<file path="src/design/bcc_pkg.sv">
`timescale 1ns / 1ps
`default_nettype none
// ----------------------------------------------------------------------------
// Byte class counter package
// Shared types and constants: scanner states, mark kinds, the queued operation
// and the queue status passed between the front end, the queue and the back end.
// ----------------------------------------------------------------------------
package bcc_pkg;

   localparam int OUT_WIDTH      = 40;
   localparam int RSP_DATA_WIDTH = 208;
   localparam int QUEUE_DEPTH    = 2;

   localparam logic [7:0] BYTE_NUL = 8'h00;
   localparam logic [7:0] BYTE_TAB = 8'h09;
   localparam logic [7:0] BYTE_LF  = 8'h0a;
   localparam logic [7:0] BYTE_CR  = 8'h0d;
   localparam logic [7:0] BYTE_EF  = 8'hef;
   localparam logic [7:0] BYTE_BB  = 8'hbb;
   localparam logic [7:0] BYTE_BF  = 8'hbf;
   localparam logic [7:0] BYTE_FE  = 8'hfe;
   localparam logic [7:0] BYTE_FF  = 8'hff;

   typedef enum logic [2:0] {
      SC_PLAIN = 3'd0,
      SC_CR    = 3'd1,
      SC_START = 3'd2,
      SC_EF    = 3'd3,
      SC_FE    = 3'd4,
      SC_FF    = 3'd5,
      SC_EFBB  = 3'd6
   } scan_type;

   typedef enum logic [1:0] {
      MARK_NONE    = 2'd0,
      MARK_UTF8    = 2'd1,
      MARK_UTF16LE = 2'd2,
      MARK_UTF16BE = 2'd3
   } mark_type;

   // One classified item as the back end needs it.
   typedef struct packed {
      logic     clear;
      logic     inc_nul;
      logic     inc_tab;
      logic     inc_lf;
      logic     inc_crlf;
      logic     mark_set;
      mark_type mark_kind;
   } bcc_op_type;

   typedef struct packed {
      logic full;
      logic empty;
   } bcc_q_status_type;

endpackage
`default_nettype wire

</file>
<file path="src/design/bcc_front.sv">
`timescale 1ns / 1ps
`default_nettype none
// ----------------------------------------------------------------------------
// Byte class counter front end
// Accepts bytes, runs the byte order mark scanner and classifies each byte
// into an operation for the queue.
// ----------------------------------------------------------------------------
module bcc_front import bcc_pkg::*; (
   input  wire logic             clock,
   input  wire logic             reset,
   input  wire logic [7:0]       data_byte,
   input  wire logic             new_stream,
   input  wire logic             accept,
   output bcc_op_type            op
);

   scan_type scan_ff;
   scan_type scan_in;
   scan_type cur_state;
   scan_type next_state;

   // A new stream restarts the scan before this byte is looked at.
   assign cur_state = new_stream ? SC_START : scan_ff;

   always_comb begin
      next_state = SC_PLAIN;
      if (data_byte == BYTE_CR) begin
         next_state = SC_CR;
      end else begin
         case (cur_state)
            SC_START: begin
               if (data_byte == BYTE_EF) begin
                  next_state = SC_EF;
               end else if (data_byte == BYTE_FE) begin
                  next_state = SC_FE;
               end else if (data_byte == BYTE_FF) begin
                  next_state = SC_FF;
               end
            end
            SC_EF: begin
               if (data_byte == BYTE_BB) begin
                  next_state = SC_EFBB;
               end
            end
            default: next_state = SC_PLAIN;
         endcase
      end
   end

   always_comb begin
      op           = '0;
      op.clear     = new_stream;
      op.inc_nul   = (data_byte == BYTE_NUL);
      op.inc_tab   = (data_byte == BYTE_TAB);
      op.inc_lf    = (data_byte == BYTE_LF) && (cur_state != SC_CR);
      op.inc_crlf  = (data_byte == BYTE_LF) && (cur_state == SC_CR);
      op.mark_kind = MARK_NONE;
      case (cur_state)
         SC_FE: begin
            op.mark_set  = (data_byte == BYTE_FF);
            op.mark_kind = MARK_UTF16BE;
         end
         SC_FF: begin
            op.mark_set  = (data_byte == BYTE_FE);
            op.mark_kind = MARK_UTF16LE;
         end
         SC_EFBB: begin
            op.mark_set  = (data_byte == BYTE_BF);
            op.mark_kind = MARK_UTF8;
         end
         default: op.mark_set = 1'b0;
      endcase
   end

   assign scan_in = accept ? next_state : scan_ff;

   always_ff @(posedge clock) begin
      if (reset) begin
         scan_ff <= SC_START;
      end else begin
         scan_ff <= scan_in;
      end
   end

endmodule
`default_nettype wire

</file>
<file path="src/design/bcc_queue.sv">
`timescale 1ns / 1ps
`default_nettype none
// ----------------------------------------------------------------------------
// Byte class counter operation queue
// Short first-in first-out buffer between the front end and the back end.
// ----------------------------------------------------------------------------
module bcc_queue import bcc_pkg::*; (
   input  wire logic       clock,
   input  wire logic       reset,
   input  wire logic       push,
   input  bcc_op_type      push_op,
   input  wire logic       pop,
   output bcc_op_type      pop_op,
   output bcc_q_status_type status
);

   localparam int PTR_WIDTH = (QUEUE_DEPTH > 1) ? $clog2(QUEUE_DEPTH) : 1;
   localparam int CNT_WIDTH = $clog2(QUEUE_DEPTH + 1);
   localparam logic [PTR_WIDTH-1:0] LAST_PTR = PTR_WIDTH'(QUEUE_DEPTH - 1);

   bcc_op_type entry_ff [QUEUE_DEPTH];
   logic [PTR_WIDTH-1:0] wr_ptr_ff, wr_ptr_in;
   logic [PTR_WIDTH-1:0] rd_ptr_ff, rd_ptr_in;
   logic [CNT_WIDTH-1:0] level_ff, level_in;

   assign status.full  = (level_ff == CNT_WIDTH'(QUEUE_DEPTH));
   assign status.empty = (level_ff == '0);
   assign pop_op       = entry_ff[rd_ptr_ff];

   always_comb begin
      wr_ptr_in = wr_ptr_ff;
      rd_ptr_in = rd_ptr_ff;
      level_in  = level_ff;
      if (push) begin
         wr_ptr_in = (wr_ptr_ff == LAST_PTR) ? '0 : wr_ptr_ff + 1'b1;
      end
      if (pop) begin
         rd_ptr_in = (rd_ptr_ff == LAST_PTR) ? '0 : rd_ptr_ff + 1'b1;
      end
      if (push && !pop) begin
         level_in = level_ff + 1'b1;
      end else if (pop && !push) begin
         level_in = level_ff - 1'b1;
      end
   end

   always_ff @(posedge clock) begin
      if (reset) begin
         wr_ptr_ff <= '0;
         rd_ptr_ff <= '0;
         level_ff  <= '0;
      end else begin
         wr_ptr_ff <= wr_ptr_in;
         rd_ptr_ff <= rd_ptr_in;
         level_ff  <= level_in;
      end
   end

   always_ff @(posedge clock) begin
      if (push) begin
         entry_ff[wr_ptr_ff] <= push_op;
      end
   end

endmodule
`default_nettype wire

</file>
<file path="src/design/bcc_back.sv">
`timescale 1ns / 1ps
`default_nettype none
// ----------------------------------------------------------------------------
// Byte class counter back end
// Applies queued operations to the saturating counters and the mark kind; the
// counters double as the result register.
// ----------------------------------------------------------------------------
module bcc_back import bcc_pkg::*; #(
   parameter int COUNT_WIDTH = 40
) (
   input  wire logic                 clock,
   input  wire logic                 reset,
   input  bcc_op_type                op,
   input  bcc_q_status_type          q_status,
   output logic                      pop,
   output logic                      rsp_valid,
   input  wire logic                 rsp_ready,
   output logic [OUT_WIDTH-1:0]      total_out,
   output logic [OUT_WIDTH-1:0]      nul_out,
   output logic [OUT_WIDTH-1:0]      tab_out,
   output logic [OUT_WIDTH-1:0]      lf_out,
   output logic [OUT_WIDTH-1:0]      crlf_out,
   output mark_type                  mark_out
);

   logic [COUNT_WIDTH-1:0] total_ff, total_in;
   logic [COUNT_WIDTH-1:0] nul_ff, nul_in;
   logic [COUNT_WIDTH-1:0] tab_ff, tab_in;
   logic [COUNT_WIDTH-1:0] lf_ff, lf_in;
   logic [COUNT_WIDTH-1:0] crlf_ff, crlf_in;
   mark_type               mark_ff, mark_in;
   logic                   rsp_valid_ff, rsp_valid_in;

   function automatic logic [COUNT_WIDTH-1:0] bump(input logic [COUNT_WIDTH-1:0] cnt,
                                                   input logic clr, input logic en);
      logic [COUNT_WIDTH-1:0] base;
      base = clr ? '0 : cnt;
      if (en && (base != {COUNT_WIDTH{1'b1}})) begin
         return base + 1'b1;
      end
      return base;
   endfunction

   function automatic logic [OUT_WIDTH-1:0] to_out(input logic [COUNT_WIDTH-1:0] cnt);
      logic [COUNT_WIDTH+OUT_WIDTH-1:0] ext;
      ext = {{OUT_WIDTH{1'b0}}, cnt};
      return ext[OUT_WIDTH-1:0];
   endfunction

   // Take the next item only when the result slot is free or being emptied.
   assign pop = !q_status.empty && (!rsp_valid_ff || rsp_ready);

   always_comb begin
      total_in     = total_ff;
      nul_in       = nul_ff;
      tab_in       = tab_ff;
      lf_in        = lf_ff;
      crlf_in      = crlf_ff;
      mark_in      = mark_ff;
      rsp_valid_in = rsp_valid_ff && !rsp_ready;
      if (pop) begin
         total_in     = bump(total_ff, op.clear, 1'b1);
         nul_in       = bump(nul_ff, op.clear, op.inc_nul);
         tab_in       = bump(tab_ff, op.clear, op.inc_tab);
         lf_in        = bump(lf_ff, op.clear, op.inc_lf);
         crlf_in      = bump(crlf_ff, op.clear, op.inc_crlf);
         mark_in      = op.mark_set ? op.mark_kind : (op.clear ? MARK_NONE : mark_ff);
         rsp_valid_in = 1'b1;
      end
   end

   always_ff @(posedge clock) begin
      if (reset) begin
         total_ff     <= '0;
         nul_ff       <= '0;
         tab_ff       <= '0;
         lf_ff        <= '0;
         crlf_ff      <= '0;
         mark_ff      <= MARK_NONE;
         rsp_valid_ff <= 1'b0;
      end else begin
         total_ff     <= total_in;
         nul_ff       <= nul_in;
         tab_ff       <= tab_in;
         lf_ff        <= lf_in;
         crlf_ff      <= crlf_in;
         mark_ff      <= mark_in;
         rsp_valid_ff <= rsp_valid_in;
      end
   end

   assign rsp_valid = rsp_valid_ff;
   assign total_out = to_out(total_ff);
   assign nul_out   = to_out(nul_ff);
   assign tab_out   = to_out(tab_ff);
   assign lf_out    = to_out(lf_ff);
   assign crlf_out  = to_out(crlf_ff);
   assign mark_out  = mark_ff;

endmodule
`default_nettype wire

</file>
<file path="src/design/byte_class_counter_bom_detect.sv">
`timescale 1ns / 1ps
`default_nettype none
// ----------------------------------------------------------------------------
// Byte class counter with byte order mark detection
// Path: an accepted item is written into the queue; the back end pops it and
//    applies it to the counters, which hold the shown result.
// Throughput: one item per cycle unless the result side stalls (queue fills).
// Reset: counters and mark kind clear, scanner waits for a stream start, the
//    queue empties and no result is shown; no clearing pass is needed.
// ----------------------------------------------------------------------------
module byte_class_counter_bom_detect import bcc_pkg::*; #(
   parameter int COUNT_WIDTH = 40
) (
   input  wire logic                      clock,
   input  wire logic                      reset,
   // Input item: tdata[7:0] data_byte; tuser[0] new_stream.
   input  wire logic                      req_tvalid,
   output logic                           req_tready,
   input  wire logic [7:0]                req_tdata,
   input  wire logic                      req_tuser,
   // Result item: tdata[39:0] total_count, [79:40] nul_count,
   // [119:80] tab_count, [159:120] lf_count, [199:160] crlf_count,
   // [201:200] bom_kind, [207:202] zero.
   output logic                           rsp_tvalid,
   input  wire logic                      rsp_tready,
   output logic [RSP_DATA_WIDTH-1:0]      rsp_tdata
);

   // The front end classifies each byte and steps the mark scanner as the
   // item is accepted; the queue lets it carry on while the result side is
   // stalled, and the back end applies the operations to the counters.
   bcc_op_type       front_op;
   bcc_op_type       back_op;
   bcc_q_status_type q_status;
   logic             req_accept;
   logic             q_pop;
   logic [OUT_WIDTH-1:0] total_out, nul_out, tab_out, lf_out, crlf_out;
   mark_type         mark_out;

   assign req_tready = !q_status.full;
   assign req_accept = req_tvalid && req_tready;

   bcc_front u_front (
      .clock      (clock),
      .reset      (reset),
      .data_byte  (req_tdata),
      .new_stream (req_tuser),
      .accept     (req_accept),
      .op         (front_op)
   );

   bcc_queue u_queue (
      .clock   (clock),
      .reset   (reset),
      .push    (req_accept),
      .push_op (front_op),
      .pop     (q_pop),
      .pop_op  (back_op),
      .status  (q_status)
   );

   bcc_back #(
      .COUNT_WIDTH (COUNT_WIDTH)
   ) u_back (
      .clock     (clock),
      .reset     (reset),
      .op        (back_op),
      .q_status  (q_status),
      .pop       (q_pop),
      .rsp_valid (rsp_tvalid),
      .rsp_ready (rsp_tready),
      .total_out (total_out),
      .nul_out   (nul_out),
      .tab_out   (tab_out),
      .lf_out    (lf_out),
      .crlf_out  (crlf_out),
      .mark_out  (mark_out)
   );

   // Pack the result fields from the lowest bit up, zero padded to bytes.
   assign rsp_tdata = {{(RSP_DATA_WIDTH - 5 * OUT_WIDTH - 2){1'b0}}, mark_out,
                       crlf_out, lf_out, tab_out, nul_out, total_out};

   // After reset the queue is empty and no stale result is shown.
   a_reset_clean: assert property (@(posedge clock)
      reset |=> (!rsp_tvalid && req_tready))
      else $error("result or full queue left over after reset");

   // The queue can never report full and empty together.
   a_queue_status: assert property (@(posedge clock) disable iff (reset)
      !(q_status.full && q_status.empty))
      else $error("queue reports full and empty at once");

   // The back end only takes an item when the result slot is free or being emptied.
   a_pop_slot_free: assert property (@(posedge clock) disable iff (reset)
      q_pop |-> (!rsp_tvalid || rsp_tready))
      else $error("result overwritten before it was taken");

   // A pop never happens on an empty queue.
   a_pop_not_empty: assert property (@(posedge clock) disable iff (reset)
      q_pop |-> !q_status.empty)
      else $error("pop from an empty queue");

endmodule
`default_nettype wire

</file>
<file path="config.mk">
export PLATFORM = sky130hd
export DESIGN_NAME = byte_class_counter_bom_detect
export DESIGN_NICKNAME = d
export VERILOG_FILES = /design/src/design/bcc_pkg.sv /design/src/design/bcc_front.sv /design/src/design/bcc_queue.sv /design/src/design/bcc_back.sv /design/src/design/byte_class_counter_bom_detect.sv
export SDC_FILE = /design/constraint.sdc
export NUM_CORES = 1
export LEC_CHECK = 0
export BUFFER_PORTS_ARGS = -buffer_cell sky130_fd_sc_hd__buf_2
export CELL_PAD_IN_SITES_DETAIL_PLACEMENT = 1
export CELL_PAD_IN_SITES_GLOBAL_PLACEMENT = 1
export CORE_MARGIN = 2
export CORE_UTILIZATION = 41
export CTS_CLUSTER_DIAMETER = 200
export DETAILED_ROUTE_END_ITERATION = 6
export PLACE_DENSITY = 0.81
export SETUP_SLACK_MARGIN = 0.15
export SLEW_MARGIN = 10
export SYNTH_ARGS = -nofsm -noshare
export SYNTH_HDL_FRONTEND = slang
export SYNTH_HIERARCHICAL = 1
export SYNTH_SLANG_ARGS = --single-unit
</file>
<file path="constraint.sdc">
create_clock -name clock -period 8 [get_ports clock]
set_input_delay 0.4 -clock clock [delete_from_list [all_inputs] [get_ports clock]]
set_output_delay 0.4 -clock clock [all_outputs]
set_load 0.02 [all_outputs]
</file>
# [Word level (Yosys, flattened, before mapping)]
# Memories as Yosys holds them, arrays and structs flattened. A register that Yosys moved wholly into a read port is not among the register bits.
# Index checks and enable logic that the tools add are counted.
# Widths: inputs -> output; s select.
[op_classes] eq_ne=21 muxes=45 add_sub_neg=9 reduce_logical=23
[ops] operator="$mux 40" n=15
[ops] operator="$add 40x1->40 const B" n=5
[ops] operator="$ne 40x40->1 const B" n=5
[ops] operator="$eq 8x8->1 const B" n=5
[ops] operator="$eq 8x4->1 const B" n=3
[ops] operator="$mux 3" n=6
[ops] operator="$mux 1" n=17
[ops] operator="$logic_and 1x1->1" n=11
[ops] operator="$eq 3x3->1 const B" n=3
[ops] operator="$logic_not 8->1" n=1
[ops] operator="$mux 2" n=4
[ops] operator="$eq 3x2->1 const B" n=2
[ops] operator="$logic_not 1->1" n=6
[ops] operator="$pmux 2 s3" n=1
[ops] operator="$pmux 3 s2" n=1
[ops] operator="$reduce_bool 2->1" n=2
[ops] operator="$eq 3x1->1 const B" n=1
[ops] operator="$ne 3x1->1 const B" n=1
[ops] operator="$pmux 1 s3" n=1
[ops] operator="$add 1x1->1 const B" n=2
[ops] operator="$add 2x1->2 const B" n=1
[ops] operator="$eq 2x2->1 const B" n=1
[ops] operator="$logic_not 2->1" n=1
[ops] operator="$reduce_and 2->1" n=1
[ops] operator="other kinds (2)" n=2
[word_totals] regBits=210 ram_bits=16 mem_count=1 inputBits=13 output_inout_bits=210
[mem_list] memory="u_queue.entry_ff" depth=2 width=8 read_ports=1 rd_clocked_by_memory_dff=1 wr=1 line_no="bcc_queue.sv:21" text="bcc_op_type entry_ff [QUEUE_DEPTH];"

# [Longest topological paths before layout]
# Gate-level depths: netlist of the first run.
[logic_depth] ltp_word=7 depth_mapped=18

# [Hierarchy]
# The synthesis of the first run kept the hierarchy.
[by_module_without_submodules] module="bcc_back" area_per_inst_um2=11688.7 cells_each=1530 n_inst=1
[by_module_without_submodules] module="bcc_queue" area_per_inst_um2=783.3 cells_each=47 n_inst=1
[by_module_without_submodules] module="bcc_front" area_per_inst_um2=346.6 cells_each=46 n_inst=1
[by_module_without_submodules] module="byte_class_counter_bom_detect" area_per_inst_um2=58.8 cells_each=9 n_inst=1

# [Worst setup path before layout of the first run]
# Ideal clock, no wire load.
[synth_path] path_type="register to register" start="reg (tool-made name)" end="reg u_back.tab_ff[11] (netlist: u_back/tab_out[11])" synth_period_minus_slack_ps=3882 path_stages_with_launch=19 slack_ps=4118 t_required_ps=7868 setup_time_ps=132 arrival_time_ps=3751 cell_sequence="dfxtp_1 buf_2 mux2_2 buf_6 buf_6 buf_2 clkbuf_1 clkbuf_1 clkbuf_1 nor2b_1 ha_1 nand4_1 nor4_1 and4b_1 clkbuf_1 clkbuf_1 nor2_1 a32oi_1 nor3_1"
[synth_rtl] item="end signal: assignment" line_no="bcc_back.sv:84" text="tab_ff <= tab_in;"
[synth_rtl] item="end: declaration" line_no="bcc_back.sv:28" text="logic [COUNT_WIDTH-1:0] tab_ff, tab_in;"

==> metrics.cfg, run 1 <==
[cts]
path_clk_slew_ps=60
cts_buffers=28
clk-insertion-delay-late_ps=550
cts_tree=built
ctsResizeCount=0
cts_sinks=227
cts_setup_buffers=0
htree_levels=1
cts_hold_buf=0
clk_path_buf_depth=3
cts-root-buf=clkbuf_16

[synth]
synth_top_area_share_pct=32.80
syn_inst=1632
synth-edff-count=16
ys.flop_type=dfxtp_1
ys_seq_elements=227
synth.largest_area_cell=dfxtp_1
syn_avg_cell_area_um2=7.891
synth_cell_types=82
async_flop_share_pct=0
synth_area_leaders=dfxtp_1, nand2_1, nor2_1
ys_warn_count=6
synth_area_um2=12880
seq_area_frac_synth_pct=36.53

[die]
die_height_um=181.2
core_um2=30750
dieArea_um2=32840
rows=64
start_util_pct=41.88
io_pins=223
die_w_um=181.2

[sta]
rsz0062_at_grt=no
max-slew-margin-rel_pct=13.80
setup_ws_ps=3560
finalCritPeriodShare_pct=55.50
maxSlewViolCount=0
worst_pin_slew_ps=1281
hold_viol=0
setup-violations-final=0
timing.final.crit_period_ps=4440
fin_hold_ws_ps=130.4
finClkSkew_ps=21.53
fmax_mhz=225.2
setup_tns_ps=0

[worst_setup_path]
cp_top_family=simple AND/OR/NAND/NOR gates
critPathMaxFanout=56
crit_slowest_cell=nor4_2
critPathRequiredTime_ps=8470
cp_cell_sequence=mux2_2 -> buf_4 -> nor2b_1 -> ha_1 -> and3_1 -> nand3_1 -> nor4_2 -> buf_4 -> a21oi_1 -> nand3b_1 -> a21oi_1
cp-end-kind=flop
startpoint_type=flop
path_buf_inv=2
cpPeakStageDelay_ps=1010
critical_path_class=reg2reg
arrival_ps=4910

[detailed_routing]
drt_wl_total_um=46140
ant_nets=0
post-route-drc-count=0
dr.pass1.iters=5
via_per_inst=6.052
dr_total_vias=13420
drt_iter0_drc=762
wire_per_inst_um=20.81

[global_routing]
grt_pass1_vias=13570
grt_use_total_pct=27.24
grt_overflow_total=0
grt_pass1_wl_um=74060
antenna_found_initial=0
grt_max_degree=78

[final_layout]
insertedDiodeCount=0
final_cell_mix=nand2_1, buf_2, dfxtp_1
fin_cells=2217
final_common_cell=nand2_1
drive_gt1_share_pct=17.63
layout.nets=1818
syn_to_final_growth_pct=17.60

[power_and_ir_drop]
leakage_uw=0.005536
power.density_nw_per_um2=214.0
irDropWorstVdd_v=0.0001577

[hold_path]
worstHoldPathType=in2reg

[status]
outcome=finished clean

[job]
drv_cap=0

[placed_design]
dp_cells=2165
preCtsSetupSlack_ps=3667
io_buffer_count=216
gp_congestion=0.8789
dp_hpwl_um=32350

## power breakdown
| group | internal, uW | leakage, uW | switching [uW] |
|---|---|---|---|
| Sequential | 1190 | 0.00186 | 37.8 |
| Combinational | 160 | 0.00322 | 543 |
| Clock | 806 | 0.000461 | 508 |
## synth_stat cells (7+ instances only)
cell type    n
mux2_2      10
nand3b_1     9
nand4b_1    14
o21ai_0     30
a211o_1     18
nor4_2       7
or3_1       13
xor2_1      67
and4_1      22
a2111oi_0   13
and3_1      29
nand2_1    231
nor3_1      59
buf_4        7
nor2b_1     23
nand3_1     99
clkbuf_1    84
dfxtp_1    211
inv_1       30
o2111ai_1   14
a31oi_1     17
nor4_1      42
a31o_2       8
edfxtp_1    16
a21o_1      12
or4_1       14
and2_1      15
and4b_1      9
a21oi_1     65
nor2_1     181
nand2b_1    11
or2_2        9
xnor2_1     49
nand4_1     60
nor4b_1      8
o211ai_1    31
## kinds of logic after synthesis
logic type	share of synthesized area, %
AOI/OAI and AO/OA	13.96
xor gates and xnor gates	7.890
adders and majority gates	0.5830
buffers and inverters	4.120
DFF	36.53
muxes	1.185
other	0.02912
and+or+nand+nor	35.70
## path summary, 6_finish.rpt
path / end / start / cells past startpoint / slack (ps)
min: u_queue/entry_ff[0][7] / req_tuser / 1 / 130
max: u_back/crlf_out[1] / flop / 11 / 3560
max reg2reg: u_back/crlf_out[1] / flop / 11 / 3560
min reg2reg: u_back/crlf_out[19] / u_back/crlf_out[19] / 2 / 490
## state kept, by name, summed over array words and instances, names as in the netlist, named ones only
signal	flops
u_queue/level_ff	2
u_back/rsp_valid	1
u_queue/rd_ptr_ff	1
u_back/mark_out	2
u_front/scan_ff	3
u_back/total_out	40
u_back/tab_out	40
u_back/lf_out	40
u_back/crlf_out	40
u_queue/wr_ptr_ff	1
u_back/nul_out	40
u_queue/entry_ff	16
## area by class of cell
type / instances / area, um2
clock buffer: 39 / 783.3
clock inverter: 13 / 158.9
fill: 3847 / 15610
inverter: 30 / 112.6
multi-input combinational: 1281 / 7689
sequential: 227 / 4705
tap: 396 / 495.5
timing repair buffer: 231 / 1200
## worst register-to-register path: cells and delay by family (launching register included)
family                     cells  cell delay (ps)
adders and majority gates      1              210
AOI/OAI and AO/OA              2              370
and+or+nand+nor                5             1910
DFF                            1              530
buffers and inverters          2              760
muxes                          1              590
## metal layers
layer	vias to the layer above	global-route usage [%]	routed length [um]
li1	6273	-	-
met1	6671	35.00	20120
met2	398	46.97	22160
met3	75	4.515	2729
met4	0	7.870	1136
met5	-	0	0
## through the flow
step           instance area [um2]  power (uW)  util, %
5_1_grt                      15140        3364    49.25
2_1_floorplan                12900        1693        -
3_3_place_gp                 14200        1917    46.18
4_1_cts                      15140        3254    49.25
6_report                     15140        3240    49.25
3_5_place_dp                 14200        1938    46.18
Power figures use the tool's default switching activity.
==> run 2, diff against run 1 <==
==> constraint.sdc (replaced) <==
create_clock -name clock -period 4.5 [get_ports clock]
set_input_delay 0.225 -clock clock [delete_from_list [all_inputs] [get_ports clock]]
set_output_delay 0.225 -clock clock [all_outputs]
set_load 0.02 [all_outputs]
==> metrics.cfg, run 2 (synthesized netlist as in run 1, its figures left out) <==
[global_routing]
grt_pass1_vias=13440  ; -0.97%
grt_pass1_wl_um=73140  ; -1.2%
grt_max_degree=127  ; +63%
grt_use_total_pct=26.93  ; -0.31 points
antenna_found_initial=0  ; unchanged
grt_overflow_total=0  ; unchanged

[placed_design]
gp_congestion=0.8765  ; -0.27%
io_buffer_count=216  ; unchanged
dp_cells=2185  ; +0.92%
preCtsSetupSlack_ps=800.8  ; -2866 ps
dp_hpwl_um=32260  ; -0.27%

[cts]
cts_tree=built
path_clk_slew_ps=60  ; about the same
htree_levels=1  ; unchanged
cts_sinks=227  ; unchanged
clk_path_buf_depth=3  ; unchanged
cts_buffers=27  ; -3.6%
clk-insertion-delay-late_ps=550  ; about the same
cts-root-buf=clkbuf_16

[worst_setup_path]
ff2ff_setup_slack_ps=710  ; -2850 ps
arrival_ps=4250  ; -660 ps
worstRegToRegCells=9  ; -2
timing.rr.end=u_back/tab_out[1]
critPathMaxFanout=25  ; -55%
critPathRequiredTime_ps=4960  ; -3510 ps
critical_path_class=reg2reg
startpoint_type=flop
cp-end-kind=flop

[detailed_routing]
post-route-drc-count=0  ; unchanged
drt_iter0_drc=857  ; +12%
drt_wl_total_um=45470  ; -1.4%
dr_total_vias=13310  ; -0.77%
wire_per_inst_um=20.36  ; -2.2%
via_per_inst=5.960  ; -1.5%
dr.pass1.iters=5  ; unchanged
ant_nets=0  ; unchanged

[sta]
worst_pin_slew_ps=793.1  ; -488.0 ps
setup_tns_ps=0  ; unchanged
setup_ws_ps=709.6  ; -2851 ps
timing.final.crit_period_ps=3790  ; -649.4 ps
setup-violations-final=0  ; unchanged
maxSlewViolCount=0  ; unchanged
finClkSkew_ps=20.70  ; -0.8365 ps
hold_viol=0  ; unchanged
rsz0062_at_grt=no
finalCritPeriodShare_pct=84.23  ; +29 points
max-slew-margin-rel_pct=47.09  ; +33 points
fmax_mhz=263.8  ; +17%

[hold_path]
worstHoldPathType=in2reg
hold_path_depth=2  ; +1
min-delay-start=req_tdata[3]
min_to=u_queue/entry_ff[1][6]

[final_layout]
final_cell_mix=nand2_1, buf_2, dfxtp_1
fin_cells=2234  ; +0.77%
insertedDiodeCount=0  ; unchanged
layout.nets=1838  ; +1.1%
final_common_cell=nand2_1
final_util_pct=49.56  ; +0.31 points
syn_to_final_growth_pct=18.34
drive_gt1_share_pct=18.61  ; +0.98 points

[die]
die_w_um=181.2  ; unchanged
rows=64  ; unchanged
dieArea_um2=32840  ; unchanged
start_util_pct=41.88  ; unchanged
io_pins=223  ; unchanged
die_height_um=181.2  ; unchanged
core_um2=30750  ; unchanged

[status]
outcome=finished clean

[job]
drv_cap=0  ; unchanged

[power_and_ir_drop]
power_switching_uw=1943  ; +79%
netSwitchingFraction_pct=34.42  ; +0.84 points
power.density_nw_per_um2=370.4  ; +73%
seq_power_share_pct=38.4  ; +0.7 points
combPwrFrac_pct=23.3  ; +1.6 points
leakage_uw=0.005609  ; +1.3%
p_int_uw=3702  ; +72%
p_total_uw=5645  ; +74%
clockPowerShare_pct=38.3  ; -2.3 points
irDropWorstVdd_v=0.0002682  ; +70%

run 2: changes by cell type in the layout (fill, tap and decap cells not counted):
cell | previous run | this run
clkinv_1 | 5 | 0
clkinv_2 | 4 | 1
buf_12 | 0 | 1
clkbuf_8 | 2 | 10
inv_6 | 0 | 2
bufinv_16 | 4 | 0
buf_4 | 15 | 34
clkbuf_16 | 29 | 27
dlygate4sd3_1 | 0 | 1
run 2: timing repair:
action                                 4_1_cts  5_1_grt
hold buffers                                 1        0
resized for setup                            0        0
setup buffers                                0        0
endpoints found under the hold margin        2        0
setup endpoints to repair                    0        0
run 2: worst max-delay path, stage by stage, from the launching register on:
cell and delay, ps:
dfxtp_1 340, mux2_2 550, nor2b_1 230, ha_1 220, nand4_1 260, nor4_1 600, and4b_1 820, or2_1 360
nand3_1 130, a21oi_1 190
run 2: worst max-delay path by stage:
stage | end | slack [ps]
2_1_floorplan | u_back/tab_out[11] | 620
4_1_cts | u_back/total_out[29] | 770
3_5_place_dp | u_back/total_out[29] | 800
3_3_place_gp | u_back/total_out[29] | 950
6_report | u_back/tab_out[1] | 710
5_1_grt | u_back/total_out[29] | 320
run 2: layout make-up:
type	count	area [um2]
repair buffers	252	1373
fillers	3905	15510
multi-input cells	1281	7689
clock buffers	45	843.3
inverters	30	112.6
clock inverters	3	22.52
flip-flops and latches	227	4705
well taps	396	495.5
run 2: per-stage QoR:
step / cell area (um2) / hold WS, ps
after floorplan: 12900 / 294.1
after global placement: 14360 / 460.3
after detailed placement: 14360 / 473.8
after CTS: 15240 / 45.76
after global routing: 15240 / 61.96
final: 15240 / 66.87
run 2: power by group through the flow:
stage / sequential (uW) / clock (uW) / combinational (uW)
floorplan: 2220 / 0 / 784
global placement: 2210 / 0 / 1270
detailed placement: 2210 / 0 / 1290
CTS: 2170 / 2210 / 1300
global route: 2180 / 2290 / 1420
finish: 2170 / 2160 / 1310
run 2: metal layers:
metal  track usage (%)  up-vias  wire length (um)
li1                  -     6312                 -
met1             35.18     6564             20020
met3             4.596       85              2753
met5                 0        -                 0
met4             8.976        0              1336
met2             45.06      353             21370
==> run 3, diff against run 2 <==
--- a/config.mk
+++ b/config.mk
@@ -9,10 +9,10 @@
 export CELL_PAD_IN_SITES_DETAIL_PLACEMENT = 1
 export CELL_PAD_IN_SITES_GLOBAL_PLACEMENT = 1
 export CORE_MARGIN = 2
-export CORE_UTILIZATION = 41
+export CORE_UTILIZATION = 38
 export CTS_CLUSTER_DIAMETER = 200
 export DETAILED_ROUTE_END_ITERATION = 6
-export PLACE_DENSITY = 0.81
+export PLACE_DENSITY = 0.79
 export SETUP_SLACK_MARGIN = 0.15
 export SLEW_MARGIN = 10
 export SYNTH_ARGS = -nofsm -noshare
==> constraint.sdc (replaced) <==
create_clock -name clock -period 3.4 [get_ports clock]
set_input_delay 0.17 -clock clock [delete_from_list [all_inputs] [get_ports clock]]
set_output_delay 0.17 -clock clock [all_outputs]
set_load 0.02 [all_outputs]
==> metrics.cfg, run 3 (synthesized netlist as in run 1, its figures left out) <==
[sta]
fmax_mhz=321.2  ; +22%
hold_viol=0  ; unchanged
maxSlewViolCount=0  ; unchanged
setup_ws_ps=286.7  ; -423.0 ps
worst_pin_slew_ps=883.4  ; +90.25 ps
max-slew-margin-rel_pct=41.11  ; -6.0 points
setup_tns_ps=0  ; unchanged
timing.final.crit_period_ps=3113  ; -677.0 ps
setup-violations-final=0  ; unchanged
finalCritPeriodShare_pct=91.57  ; +7.3 points
finClkSkew_ps=12.25  ; -8.450 ps
rsz0062_at_grt=yes

[power_and_ir_drop]
netSwitchingFraction_pct=34.44  ; about the same
power.density_nw_per_um2=475.7  ; +28%
leakage_uw=0.005785  ; +3.1%
seq_power_share_pct=38.7  ; +0.3 points
combPwrFrac_pct=24.3  ; +1.0 points
power_switching_uw=2558  ; +32%
p_int_uw=4869  ; +32%
irDropWorstVdd_v=0.0003810  ; +42%
clockPowerShare_pct=37.0  ; -1.3 points

[worst_setup_path]
cpPeakStageDelay_ps=440  ; -380 ps
crit_cells=10  ; +1
r2r-start=u_queue/entry_ff[1][7]
crit_top_cell=nand3_2
worstSetupStartpoint=u_queue/entry_ff[1][7]
path_buf_inv=1  ; +1
startpoint_type=flop
cp_cell_sequence=mux2_8 -> buf_4 -> nor2b_1 -> ha_1 -> nand3_2 -> nor4_4 -> nand3_2 -> o21a_2 -> a31o_2 -> a21oi_1
worstRegToRegCells=10  ; +1
cp_top_family=simple AND/OR/NAND/NOR gates
crit_slowest_cell=mux2_8
critPathMaxFanout=37  ; +48%
critical_path_class=reg2reg
cp-end-kind=flop
arrival_ps=3570  ; -680 ps
critPathRequiredTime_ps=3860  ; -1100 ps

[final_layout]
insertedDiodeCount=0  ; unchanged
final_common_cell=nand2_1
layout.nets=1863  ; +1.4%
syn_to_final_growth_pct=21.24
final_cell_mix=nand2_1, buf_2, dfxtp_1
drive_gt1_share_pct=20.87  ; +2.3 points

[die]
io_pins=223  ; unchanged
core_um2=33450  ; +8.8%
dieArea_um2=35380  ; +7.7%
die_w_um=188.1  ; +3.8%
rows=67  ; +4.7%
die_height_um=188.1  ; +3.8%
start_util_pct=38.50  ; -3.4 points

[hold_path]
worstHoldPathType=in2reg
min-delay-start=req_tdata[3]
hold_path_depth=2  ; unchanged

[placed_design]
dp_hpwl_um=33290  ; +3.2%
io_buffer_count=216  ; unchanged
gp_congestion=0.8905  ; +1.6%
preCtsSetupSlack_ps=121.0  ; -679.8 ps

[detailed_routing]
wire_per_inst_um=20.20  ; -0.76%
post-route-drc-count=0  ; unchanged
drt_iter0_drc=901  ; +5.1%
dr_total_vias=13610  ; +2.2%
drt_wl_total_um=46710  ; +2.7%
dr.pass1.iters=5  ; unchanged
via_per_inst=5.885  ; -1.3%
ant_nets=0  ; unchanged

[global_routing]
grt_pass1_wl_um=73820  ; +0.93%
grt_overflow_total=0  ; unchanged
grt_use_total_pct=25.43  ; -1.5 points
antenna_found_initial=0  ; unchanged
grt_pass1_vias=13570  ; +1.0%
grt_max_degree=104  ; -18%

[status]
outcome=finished clean

[cts]
htree_levels=1  ; unchanged
cts_sinks=227  ; unchanged
cts_buffers=27  ; unchanged
clk_path_buf_depth=3  ; unchanged
path_clk_slew_ps=60  ; about the same
cts-root-buf=clkbuf_16
clk-insertion-delay-late_ps=540  ; about the same
cts_tree=built

[job]
drv_cap=0  ; unchanged

[run 3: cell count changes in the layout (fill, tap and decap cells not counted), moves of 3 or more]
| cell | before | now |
|---|---|---|
| buf_4 | 34 | 58 |
| clkbuf_8 | 10 | 6 |
| clkinv_2 | 1 | 6 |
| nand3_1 | 98 | 95 |
| nor4_4 | 2 | 5 |
| o2111ai_1 | 14 | 10 |
| o2111ai_2 | 0 | 4 |
[run 3: stage by stage]
step	std cells	power (uW)	utilization [%]	hold WS, ps	cell area [um2]
after floorplan	1637	4029	-	235.0	13100
final	2312	7427	46.68	38.67	15610
after detailed placement	2257	4695	43.92	461.6	14690
after CTS	2308	7465	46.44	19.59	15530
after global placement	2257	4640	43.92	452.9	14690
after global routing	2312	7746	46.68	32.41	15610
[run 3: path summary, 6_finish.rpt]
kind                            endpoint  slack, ps
hold reg to reg      u_queue/level_ff[1]        510
setup / recovery    u_back/total_out[24]        290
hold / removal    u_queue/entry_ff[0][6]         40
setup reg to reg    u_back/total_out[24]        290
[run 3: repair_timing]
| action | in CTS | in global routing |
|---|---|---|
| hold buffers | 1 | 0 |
| hold endpoints to repair | 2 | 0 |
| cloned | 0 | 0 |
| endpoints found under the setup margin | 3 | 64 |
| buffers inserted | 1 | 4 |
| pin swaps | 1 | 2 |
| resized for setup | 0 | 11 |
[run 3: cell type report]
| cell class | instances | area, um2 |
|---|---|---|
| multi-input cells | 1281 | 7835 |
| inverters | 30 | 112.6 |
| clock inverters | 6 | 30.03 |
| repair buffers | 277 | 1573 |
| fillers | 4140 | 17840 |
| clock buffers | 43 | 795.8 |
| well taps | 448 | 560.5 |
| flip-flops and latches | 227 | 4706 |
[run 3: power by group through the flow]
stage | clock, uW | sequential (uW) | combinational, uW
after detailed placement | 0 | 2930 | 1760
final | 2750 | 2880 | 1800
after global placement | 0 | 2920 | 1720
after floorplan | 0 | 2950 | 1080
after global routing | 2930 | 2890 | 1930
after CTS | 2820 | 2870 | 1780
[run 3: routing by layer]
layer	track usage (%)	part of all wire [%]
met2	43.20	48
met5	0	0
met4	8.934	3.2
met1	32.96	44
met3	3.537	5.2
